[src/pcibar_pkg.sv]
// shared types, codes and layout decode for the pci bar register block
package pcibar_pkg;

    // bar type codes as held in the layout register
    typedef enum logic [2:0] {
        BT_UNUSED = 3'd0,
        BT_MMIO32 = 3'd1,
        BT_MMIO64 = 3'd2,
        BT_UPPER  = 3'd3,
        BT_IO     = 3'd4
    } bar_type_t;

    // access sequencer states
    typedef enum logic [1:0] {
        ST_IDLE,
        ST_READ,
        ST_EXEC
    } state_t;

    // configuration register indexes
    localparam logic [1:0] CFG_BRIDGE_HEADER = 2'd0;
    localparam logic [1:0] CFG_BAR_LAYOUT    = 2'd1;
    localparam logic [1:0] CFG_ROM_SIZE_LOG2 = 2'd2;

    // access width codes
    localparam logic [1:0] W_BYTE  = 2'd0;
    localparam logic [1:0] W_HALF  = 2'd1;
    localparam logic [1:0] W_WORD  = 2'd2;
    localparam logic [1:0] W_DWORD = 2'd3;

    // header offsets and fixed sizes
    localparam logic [7:0] BAR_BASE_OFF  = 8'h10;
    localparam logic [7:0] ROM_OFF_EP    = 8'h30;
    localparam logic [7:0] ROM_OFF_BR    = 8'h38;
    localparam logic [4:0] ROM_LG_MIN    = 5'd11;
    localparam int         LAY_BITS      = 10;
    localparam int         LAYOUT_W      = 60;
    localparam int         BRIDGE_BARS   = 2;

    // decoded per-bar layout
    typedef struct packed {
        bar_type_t  typ;
        logic       pref;
        logic [5:0] lg;
    } bar_lay_t;

    function automatic bar_lay_t lay_decode(logic [LAY_BITS-1:0] f, logic first);
        bar_lay_t l;
        l.pref = f[3];
        l.lg   = f[9:4];
        case (f[2:0])
            BT_MMIO32: l.typ = BT_MMIO32;
            BT_MMIO64: l.typ = BT_MMIO64;
            BT_UPPER:  l.typ = first ? BT_UNUSED : BT_UPPER;
            BT_IO:     l.typ = BT_IO;
            default:   l.typ = BT_UNUSED;
        endcase
        return l;
    endfunction

endpackage

[src/pcibar_ram.sv]
// bar address memory: one write port, one registered read port, per-entry valid bits
module pcibar_ram #(
    parameter int DEPTH = 6,
    parameter int AW    = 3
) (
    input  logic          clk,
    input  logic          rst_n,
    input  logic          we,
    input  logic [AW-1:0] waddr,
    input  logic [63:0]   wdata,
    input  logic [AW-1:0] raddr,
    output logic [63:0]   rdata,
    output logic          rvalid
);

    logic [63:0]      mem [DEPTH];
    logic [DEPTH-1:0] valid_reg;
    logic [63:0]      rdata_reg;
    logic             rvalid_reg;

    // storage array, no reset
    always_ff @(posedge clk)
    begin
        if (we)
        begin
            mem[waddr] <= wdata;
        end
        rdata_reg <= mem[raddr];
    end

    // valid bits stand in for the zero reset of the entries
    always_ff @(posedge clk or negedge rst_n)
    begin
        if (!rst_n)
        begin
            valid_reg  <= '0;
            rvalid_reg <= 1'b0;
        end
        else
        begin
            if (we)
            begin
                valid_reg[waddr] <= 1'b1;
            end
            rvalid_reg <= valid_reg[raddr];
        end
    end

    assign rdata  = rdata_reg;
    assign rvalid = rvalid_reg;

endmodule

[src/pci_bar_config_registers.sv]
// Emulated PCI BAR and expansion ROM registers of a configuration header.
// A word taken in the idle state passes the read and execute states into the
// output word register, waiting in execute while the output is stalled. No new
// word is taken until the read-modify-write of the bar address memory is done.
// Reset clears all bar addresses (through per-entry valid bits), the ROM state
// and the configuration registers at once; no clearing pass is needed.
module pci_bar_config_registers
    import pcibar_pkg::*;
#(
    parameter int BAR_COUNT = 6
) (
    input  logic                clk,
    input  logic                rst_n,
    input  logic                cfg_valid,
    output logic                cfg_ready,
    input  logic [1:0]          cfg_index,
    input  logic [LAYOUT_W-1:0] cfg_data,
    input  logic                in_valid,
    output logic                in_stall,
    input  logic                mode,
    input  logic [7:0]          reg_offset,
    input  logic [1:0]          width_code,
    input  logic [31:0]         write_data,
    input  logic                memory_decode_on,
    input  logic                io_decode_on,
    output logic                out_valid,
    input  logic                out_stall,
    output logic                claimed,
    output logic [31:0]         read_data,
    output logic                write_dropped,
    output logic                rom_unmap,
    output logic                rom_map,
    output logic                rom_hw_enable_pulse
);

    localparam int IDX_W      = (BAR_COUNT > 1) ? $clog2(BAR_COUNT) : 1;
    localparam int BRIDGE_CNT = (BAR_COUNT < BRIDGE_BARS) ? BAR_COUNT : BRIDGE_BARS;

    // configuration registers
    logic                bridge_reg;
    logic [LAYOUT_W-1:0] layout_reg;
    logic [4:0]          rom_size_reg;

    // rom state
    logic [31:0] rom_base_reg;
    logic        rom_guest_reg;
    logic        rom_hw_reg;

    // latched access
    state_t     state_reg, state_next;
    logic       wr_reg;
    logic [7:0] off_reg;
    logic [1:0] width_reg;
    logic [31:0] data_reg;
    logic       mem_on_reg;
    logic       io_on_reg;
    logic       is_rom_reg;
    logic       bar_hit_reg;
    logic [IDX_W-1:0] idx_reg;

    // result registers
    logic        out_valid_reg;
    logic        claimed_reg;
    logic [31:0] read_data_reg;
    logic        dropped_reg;
    logic        unmap_reg;
    logic        map_reg;
    logic        pulse_reg;

    // sequencer controls
    logic accept;
    logic exec_go;
    logic out_free;

    // memory port
    logic             mem_we;
    logic [IDX_W-1:0] mem_addr;
    logic [63:0]      mem_wdata;
    logic [63:0]      mem_rdata;
    logic             mem_rvalid;

    // offset decode at accept
    logic [3:0]       nbars;
    logic [7:0]       rom_off;
    logic [8:0]       bar_limit;
    logic [7:0]       bar_off;
    logic             in_is_rom;
    logic             in_is_bar;
    logic [IDX_W-1:0] in_idx;

    // execute datapath
    logic [IDX_W-1:0] jdx;
    bar_lay_t         lay_i;
    bar_lay_t         lay_j;
    logic [63:0]      cur;
    logic [63:0]      mask_i;
    logic [63:0]      mask_j;
    logic [31:0]      bar_val;
    logic [31:0]      reg_val;
    logic [31:0]      rd_sized;
    logic             misaligned;
    logic [4:0]       rom_lg;
    logic             res_claimed;
    logic [31:0]      res_rd;
    logic             res_dropped;
    logic             res_unmap;
    logic             res_map;
    logic             res_pulse;
    logic             bar_we;
    logic             rom_we;

    assign cfg_ready = 1'b1;

    // configuration writes
    always_ff @(posedge clk or negedge rst_n)
    begin
        if (!rst_n)
        begin
            bridge_reg   <= 1'b0;
            layout_reg   <= '0;
            rom_size_reg <= ROM_LG_MIN;
        end
        else if (cfg_valid)
        begin
            unique case (cfg_index)
                CFG_BRIDGE_HEADER: bridge_reg   <= cfg_data[0];
                CFG_BAR_LAYOUT:    layout_reg   <= cfg_data;
                CFG_ROM_SIZE_LOG2: rom_size_reg <= cfg_data[4:0];
                default:           ;
            endcase
        end
    end

    // claim decode on the incoming word
    always_comb
    begin
        nbars     = bridge_reg ? 4'(BRIDGE_CNT) : 4'(BAR_COUNT);
        rom_off   = bridge_reg ? ROM_OFF_BR : ROM_OFF_EP;
        bar_limit = {1'b0, BAR_BASE_OFF} + {3'b000, nbars, 2'b00};
        bar_off   = reg_offset - BAR_BASE_OFF;
        in_is_rom = (reg_offset[7:2] == rom_off[7:2]);
        in_is_bar = (reg_offset >= BAR_BASE_OFF) && ({1'b0, reg_offset} < bar_limit);
        in_idx    = in_is_bar ? bar_off[IDX_W+1:2] : '0;
    end

    // sequencer state
    always_ff @(posedge clk or negedge rst_n)
    begin
        if (!rst_n)
        begin
            state_reg <= ST_IDLE;
        end
        else
        begin
            state_reg <= state_next;
        end
    end

    always_comb
    begin
        state_next = state_reg;
        unique case (state_reg)
            ST_IDLE: if (in_valid) state_next = ST_READ;
            ST_READ: state_next = ST_EXEC;
            ST_EXEC: if (out_free) state_next = ST_IDLE;
            default: state_next = ST_IDLE;
        endcase
    end

    assign out_free = !out_valid_reg || !out_stall;

    always_comb
    begin
        in_stall = 1'b1;
        exec_go  = 1'b0;
        unique case (state_reg)
            ST_IDLE: in_stall = 1'b0;
            ST_READ: ;
            ST_EXEC: exec_go = out_free;
            default: ;
        endcase
    end

    assign accept = in_valid && !in_stall;

    // latch the accepted word
    always_ff @(posedge clk)
    begin
        if (accept)
        begin
            wr_reg      <= mode;
            off_reg     <= reg_offset;
            width_reg   <= width_code;
            data_reg    <= write_data;
            mem_on_reg  <= memory_decode_on;
            io_on_reg   <= io_decode_on;
            is_rom_reg  <= in_is_rom;
            bar_hit_reg <= in_is_bar;
            idx_reg     <= in_idx;
        end
    end

    // layout of the addressed bar and of the one below it
    always_comb
    begin
        jdx    = (idx_reg == '0) ? '0 : idx_reg - 1'b1;
        lay_i  = lay_decode(layout_reg[LAY_BITS*int'(idx_reg) +: LAY_BITS], idx_reg == '0);
        lay_j  = lay_decode(layout_reg[LAY_BITS*int'(jdx) +: LAY_BITS], jdx == '0);
        mask_i = {64{1'b1}} << lay_i.lg;
        mask_j = {64{1'b1}} << lay_j.lg;
    end

    // an upper half lives in the entry of the bar below
    assign mem_addr = (lay_i.typ == BT_UPPER) ? jdx : idx_reg;

    pcibar_ram #(
        .DEPTH (BAR_COUNT),
        .AW    (IDX_W)
    ) u_ram (
        .clk    (clk),
        .rst_n  (rst_n),
        .we     (mem_we),
        .waddr  (mem_addr),
        .wdata  (mem_wdata),
        .raddr  (mem_addr),
        .rdata  (mem_rdata),
        .rvalid (mem_rvalid)
    );

    // read value of the addressed register
    always_comb
    begin
        cur = mem_rvalid ? mem_rdata : 64'd0;
        case (lay_i.typ)
            BT_UPPER:  bar_val = cur[63:32];
            BT_MMIO32: bar_val = cur[31:0] | {28'd0, lay_i.pref, 3'b000};
            BT_MMIO64: bar_val = cur[31:0] | {28'd0, lay_i.pref, 3'b100};
            BT_IO:     bar_val = cur[31:0] | 32'd1;
            default:   bar_val = 32'd0;
        endcase
        reg_val = is_rom_reg ? (rom_base_reg | {31'd0, rom_guest_reg}) : bar_val;
        case (width_reg)
            W_BYTE:  rd_sized = {24'd0, reg_val[7:0]};
            W_HALF:  rd_sized = {16'd0, reg_val[15:0]};
            default: rd_sized = reg_val;
        endcase
        case (width_reg)
            W_BYTE:  misaligned = 1'b0;
            W_HALF:  misaligned = off_reg[0];
            W_WORD:  misaligned = off_reg[1:0] != 2'b00;
            default: misaligned = off_reg[2:0] != 3'b000;
        endcase
        rom_lg = (rom_size_reg < ROM_LG_MIN) ? ROM_LG_MIN : rom_size_reg;
    end

    // result and write-back selection
    always_comb
    begin
        res_claimed = is_rom_reg || bar_hit_reg;
        res_rd      = 32'd0;
        res_dropped = 1'b0;
        res_unmap   = 1'b0;
        res_map     = 1'b0;
        res_pulse   = 1'b0;
        bar_we      = 1'b0;
        rom_we      = 1'b0;
        mem_wdata   = cur;
        // bar write value by type
        case (lay_i.typ)
            BT_IO:     mem_wdata = {48'd0, data_reg[15:0] & mask_i[15:0]};
            BT_UPPER:  mem_wdata = {data_reg & mask_j[63:32], cur[31:0]};
            BT_MMIO32: mem_wdata = {32'd0, data_reg & mask_i[31:0]};
            BT_MMIO64: mem_wdata = {cur[63:32], data_reg & mask_i[31:0]};
            default:   mem_wdata = cur;
        endcase
        if (!res_claimed)
        begin
            res_claimed = 1'b0;
        end
        else if (misaligned)
        begin
            res_dropped = wr_reg;
        end
        else if (!wr_reg)
        begin
            res_rd = rd_sized;
        end
        else if (is_rom_reg)
        begin
            rom_we    = 1'b1;
            res_unmap = rom_guest_reg && mem_on_reg;
            res_map   = data_reg[0] && mem_on_reg;
            res_pulse = data_reg[0] && !rom_hw_reg;
        end
        else if (width_reg != W_WORD)
        begin
            res_dropped = 1'b1;
        end
        else
        begin
            case (lay_i.typ)
                BT_UNUSED: ;
                BT_IO:
                begin
                    res_dropped = io_on_reg;
                    bar_we      = !io_on_reg;
                end
                default:
                begin
                    res_dropped = mem_on_reg;
                    bar_we      = !mem_on_reg;
                end
            endcase
        end
    end

    assign mem_we = exec_go && bar_we;

    // rom state update
    always_ff @(posedge clk or negedge rst_n)
    begin
        if (!rst_n)
        begin
            rom_base_reg  <= 32'd0;
            rom_guest_reg <= 1'b0;
            rom_hw_reg    <= 1'b0;
        end
        else if (exec_go && rom_we)
        begin
            rom_base_reg  <= data_reg & ({32{1'b1}} << rom_lg);
            rom_guest_reg <= data_reg[0];
            if (data_reg[0])
            begin
                rom_hw_reg <= 1'b1;
            end
        end
    end

    // output word register
    always_ff @(posedge clk or negedge rst_n)
    begin
        if (!rst_n)
        begin
            out_valid_reg <= 1'b0;
        end
        else if (exec_go)
        begin
            out_valid_reg <= 1'b1;
        end
        else if (!out_stall)
        begin
            out_valid_reg <= 1'b0;
        end
    end

    always_ff @(posedge clk)
    begin
        if (exec_go)
        begin
            claimed_reg   <= res_claimed;
            read_data_reg <= res_rd;
            dropped_reg   <= res_dropped;
            unmap_reg     <= res_unmap;
            map_reg       <= res_map;
            pulse_reg     <= res_pulse;
        end
    end

    assign out_valid           = out_valid_reg;
    assign claimed             = claimed_reg;
    assign read_data           = read_data_reg;
    assign write_dropped       = dropped_reg;
    assign rom_unmap           = unmap_reg;
    assign rom_map             = map_reg;
    assign rom_hw_enable_pulse = pulse_reg;

endmodule

[config.mk]
export PLATFORM = sky130hd
export DESIGN_NAME = pci_bar_config_registers
export DESIGN_NICKNAME = d
export VERILOG_FILES = /design/src/pcibar_pkg.sv /design/src/pcibar_ram.sv /design/src/pci_bar_config_registers.sv
export SDC_FILE = /design/constraint.sdc
export NUM_CORES = 1
export LEC_CHECK = 0
export BUFFER_PORTS_ARGS = -buffer_cell sky130_fd_sc_hd__buf_2
export CORE_ASPECT_RATIO = 0.9
export CORE_MARGIN = 3
export CORE_UTILIZATION = 28
export DETAILED_ROUTE_END_ITERATION = 10
export GPL_ROUTABILITY_DRIVEN = 0
export RECOVER_POWER = 25
export SYNTH_ARGS = -nofsm -noshare
export SYNTH_HDL_FRONTEND = slang
export SYNTH_SLANG_ARGS = --single-unit
export TNS_END_PERCENT = 30
[constraint.sdc]
create_clock -name clk -period 11.2 [get_ports clk]
set_clock_uncertainty 0.2 [all_clocks]
set_input_delay 1.68 -clock clk [delete_from_list [all_inputs] [get_ports clk]]
set_output_delay 1.68 -clock clk [all_outputs]
set_load 0.05 [all_outputs]
# After elaboration in Yosys (flattened, before gate mapping)
# Memories as Yosys holds them, arrays and structs flattened. A register that Yosys moved wholly into a read port is not among the register bits.
# Cells that the tools add are included.
[word_totals]
register_bits = 192
wordCells = 142
mem_count = 1
inputBits = 112
mem_bits_rw = 384
[memory_table]
columns = ["memory", "words", "width", "read_ports", "rd_clocked_by_memory_dff", "write_ports", "line_no", "rtl"]
rows = [
  ["u_ram.mem", 6, 64, 1, 1, 1, "pcibar_ram.sv:16", "logic [63:0] mem [DEPTH];"],
]
[classes]
reduce_logical = 29
shifts = 5
magnitude_cmp = 5
eq_ne = 19
add_sub_neg = 3
n_mul = 2
bitwise = 11
n_mux = 42
[ops]
columns = ["op", "count"]
rows = [
  ["case mux 64 bit (4 select lines)", 1],
  ["case mux 32 bit (4 select lines)", 1],
  ["indexed part select 60 x 8 -> 10 bit", 2],
  ["bitwise AND 32 bit", 3],
  ["2-to-1 mux 64 bit", 1],
  ["bitwise OR 32 x 4 -> 32 bit", 2],
  ["case mux 32 bit (2 select lines)", 1],
  ["<< shifter 64 x 6 -> 32 bit (first input constant)", 1],
  ["<< shifter 64 x 6 -> 64 bit (first input constant)", 1],
  ["2-to-1 mux 32 bit", 1],
  ["bitwise OR 32 x 1 -> 32 bit", 1],
  ["<< shifter 32 x 5 -> 32 bit (first input constant)", 1],
  ["2-to-1 mux 1 bit", 22],
  ["bitwise AND 16 bit", 1],
  ["equality test 3 x 2 -> 1 bit (second input constant)", 4],
  ["multiplier 3 x 3 -> 6 bit (first input constant)", 2],
  ["case mux 3 bit (4 select lines)", 1],
  ["AND reduction 2 bit", 5],
  ["2-to-1 mux 3 bit", 3],
  [">= comparator 8 x 5 -> 1 bit (second input constant)", 1],
  ["logical AND 1 bit", 8],
  ["< comparator 8 x 6 -> 1 bit", 1],
  ["adder 5 x 5 -> 6 bit (first input constant)", 1],
  ["equality test 2 x 1 -> 1 bit (second input constant)", 3],
  ["29 further kinds", 48],
]

# Depth between registers and ports, before layout
[logic_depth]
ltp_word = 14
ltp_mapped = 11
depth_no_buf = 6

# Hierarchy
# A second synthesis with hierarchy kept.
[unflattened]
cells_unflattened = 1672
hier_area_um2 = 26364.0
[modules_own_cells]
columns = ["module", "seq_area_each_um2", "instances", "cells_each", "area_each_um2"]
rows = [
  ["pcibar_ram", 12987.5, 1, 697, 16230.6],
  ["pci_bar_config_registers", 5043.6, 1, 975, 10133.5],
]

# Worst setup path after synthesis
# Ideal clock, no wire load.
[synth_path]
kind = "input to register"
start = "in out_stall"
end = "mem u_ram.mem[2][0], enable pin"
n_path_buf = 1
path_stages = 6
slack_ns = 1.810
arrival_time_ns = 8.625
path_cell_list = "a21oi_1 > nand3b_1 > nor2_1 > nand3_1 > buf_2 > nor3_1"
[synth_via]
elab_chain_len = 6
[synth_rtl]
columns = ["item", "line_no", "rtl"]
rows = [
  ["from (decl)", "pci_bar_config_registers.sv:27", "input logic out_stall,"],
  ["logical NOT 1 bit", "--", ""],
  ["logical OR 1 bit", "pci_bar_config_registers.sv:170", "assign out_free = !out_valid_reg || !out_stall;"],
  ["2-to-1 mux 1 bit", "pci_bar_config_registers.sv:176", "unique case (state_reg)"],
  ["logical AND 1 bit", "pci_bar_config_registers.sv:317", "assign mem_we = exec_go && bar_we;"],
  ["2-to-1 mux 1 bit", "pcibar_ram.sv:24", "if (we)"],
  ["2-to-1 mux 1 bit (implied by the code)", "pcibar_ram.sv:26", "mem[waddr] <= wdata;"],
  ["to (decl)", "pcibar_ram.sv:16", ""],
]
# Every way passes these cells.

==> impl_metrics.py <==
metrics = {
    "route": {
        "ant_nets": 0,
        "highest_layer": "met4",
        "wl_per_cell_um": 24.96,
        "drt_iter0_drc": 1819,
        "drc": 0,
        "met1_length_um": 33640,
        "vias_per_cell": 5.363,
        "via_count": 17123,
        "met2_length_um": 36120,
        "first_pass_iters": 6,
        "met3_length_um": 7883,
        "wirelength_um": 79690,
    },
    "final_layout": {
        "n_antenna_cell": 0,
        "final_common_cell": "edfxtp_1",
        "nFillCells": 8865,
        "final_cell_mix": "466 x edfxtp_1, 136 x a22oi_1, 135 x buf_2",
        "area_growth_pct": 16.79,
        "layout.nets": 2022,
        "layout-drive-gt1-share_pct": 23.13,
        "largest_register_ffs": 384,
        "fin_cells": 3193,
    },
    "synth": {
        "ys_seq_area_share_pct": 69.09,
        "synthArstFlopShare_pct": 17.19,
        "synth-main-ff-cell": "edfxtp_1",
        "synth_top_cell_area_share_pct": 53.62,
        "ys_seq_elements": 640,
        "synth_edf_count": 466,
        "yosys_warnings": 0,
        "synth_area_per_cell_um2": 14.71,
        "syn-num-nets": 1888,
        "synth_area_um2": 26100,
        "yosysTopAreaCell": "edfxtp_1",
        "synth-compound-area-share_pct": 12.88,
        "synth_fa_ha_area_share_pct": 0.09588,
        "synthXorXnorAreaFrac_pct": 0.1630,
        "synth-simple-area-share_pct": 7.992,
        "synth_top_family_by_area": "compound AO/OA/AOI/OAI gates",
        "muxShareOfSynthArea_pct": 7.373,
        "ys_top_cells_by_area": "edfxtp_1 54%, dfrtp_1 10%, mux2_2 5.7%, dfxtp_1 4.9%, a22oi_1 3.9%",
        "synth.distinct_cells": 79,
        "syn-instance-count": 1774,
    },
    "run_status": {
        "status": "complete, but fails checks",
        "violations": "max-capacitance violations, max-slew violations",
    },
    "setup_path": {
        "crit_top_cell": "clkbuf_1",
        "worstPathMaxFanout": 76,
        "crit_type": "in -> async",
        "crit_chain": "clkbuf_1, clkbuf_1",
        "cp.required_ps": 10780,
        "critPathMaxStageDelay_ps": 2970,
        "end_kind": "async pin",
        "path_delay_family": "buffers and inverters",
        "crit_path_top_delay_cell": "clkbuf_1",
        "start_kind": "input port",
        "cp.arrival_ps": 6810,
        "worstPathBufferInverterCount": 2,
    },
    "hold_path": {
        "hold_path.class": "reg -> reg",
    },
    "place": {
        "io_buffers": 150,
        "dpl.hpwl_um": 47720,
        "dp.cells": 3069,
    },
    "timing": {
        "worstMarginPinSlew_ps": 4068,
        "layout_min_cycle_time_ps": 7230,
        "setup-violations-final": 0,
        "max_freq_mhz": 138.3,
        "period_share_pct": 64.56,
        "drv_slew": 315,
        "max_slew_margin_pct": -171.2,
        "tns_ps": 0,
        "grt_setup_unrepaired": "false",
        "hold_violations": 0,
    },
    "floorplan": {
        "die_h_um": 295.6,
        "dieArea_um2": 96910,
        "die_x_um": 327.8,
        "rows": 105,
        "start_util_pct": 28.42,
        "core_area_um2": 91830,
        "ioPinCount": 152,
    },
    "power_and_ir_drop": {
        "ir_drop_mv": 0.1432,
        "power_density_nw_per_um2": 214.2,
        "p_leak_nw": 10.85,
    },
    "clock_tree": {
        "cts_inserted_buffers": 67,
        "clk_pin_slew_ps": 60,
        "cts_max_level": 3,
        "ctsResizeCount": 0,
        "clk_latency_ps": 620,
        "ctsLongestPathBuffers": 3,
        "cts_sinks": 640,
        "ctsHoldBuffers": 0,
        "tritoncts": "yes",
        "postCtsSetupBuffers": 0,
        "root_buffer": "clkbuf_16",
    },
    "global_route": {
        "grt_start_max_net_pins": 77,
        "grt_use_total_pct": 16.11,
        "grt_pass1_vias": 17510,
        "antenna_found_initial": 3,
        "grt_pass1_wl_um": 116800,
        "gr-total-overflow": 0,
    },
    "job": {
        "maxCapViolCount": 6,
    },
}
## layout make-up
type | instances | area (um2) | area share, %
sequential | 640 | 18030 | 59.16
multi-input combinational | 993 | 7567 | 24.83
clock buffer | 89 | 1829 | 6.001
tap | 1230 | 1539 | 5.049
timing repair buffer | 193 | 1036 | 3.399
clock inverter | 35 | 429.2 | 1.408
inverter | 13 | 48.80 | 0.1601
## cell families (layout without fill, tap and decap cells)
logic type | Yosys count | after routing
AOI/OAI and AO/OA | 449 | 449
xor gates and xnor gates | 4 | 4
adders and majority gates | 2 | 2
buffers and inverters | 141 | 330
DFF | 640 | 640
muxes | 165 | 165
other | 1 | 1
and+or+nand+nor | 372 | 372
## cells in the mapped netlist (all sizes together) (14+ instances only)
master and instances:
a21o 30, a21oi 21, a22o 40, a22oi 137, a31oi 67, a32o 52, and2 21, and4 65
buf 64, clkbuf 64, dfrtp 107, dfxtp 64, edfxtp 466, mux2 142, mux2i 16, nand2 102
nand3 81, nor2 33, nor3 14, o21ai 49
## final timing paths
path,from,end,slack (ps),cells past startpoint
min,u_ram.mem[5][36],u_ram.rdata[36],260,2
max reg2reg,idx_reg[2],u_ram.mem[2][7],5080,12
min in group asynchronous,rst_n,state_reg[1],1830,1
max in group clk,out_stall,u_ram.mem[5][23],4480,8
max,rst_n,layout_reg[47],3970,2
min reg2reg,u_ram.mem[5][36],u_ram.rdata[36],260,2
## report_power, final
group          switching, W  total (W)  internal, W
sequential         0.000171    0.00304      0.00287
clock              0.000948    0.00228      0.00133
combinational      0.000839    0.00121     0.000375
total               0.00196    0.00653      0.00457
## through the flow
| stage | area, um2 | power, W | worst slack (ps) | util [%] | hold WS (ps) |
|---|---|---|---|---|---|
| 2_1_floorplan | 26100 | 0.003784 | 1810 | - | 237.3 |
| 3_3_place_gp | 28260 | 0.004243 | 5084 | 30.78 | 245.8 |
| 3_5_place_dp | 28260 | 0.004276 | 5072 | 30.78 | 249.8 |
| 4_1_cts | 30520 | 0.006551 | 5076 | 33.24 | 264.6 |
| 5_1_grt | 30480 | 0.006774 | 3021 | 33.19 | 281.6 |
| 6_report | 30480 | 0.006529 | 3970 | 33.19 | 263.4 |
## per-layer routing
layer  GRT usage [%]  up-vias
met1           22.12     8719
met3           3.903      147
li1                -     7348
met5               0        -
met2           25.24      909
met4           5.011        0
Power figures use the tool's default switching activity.
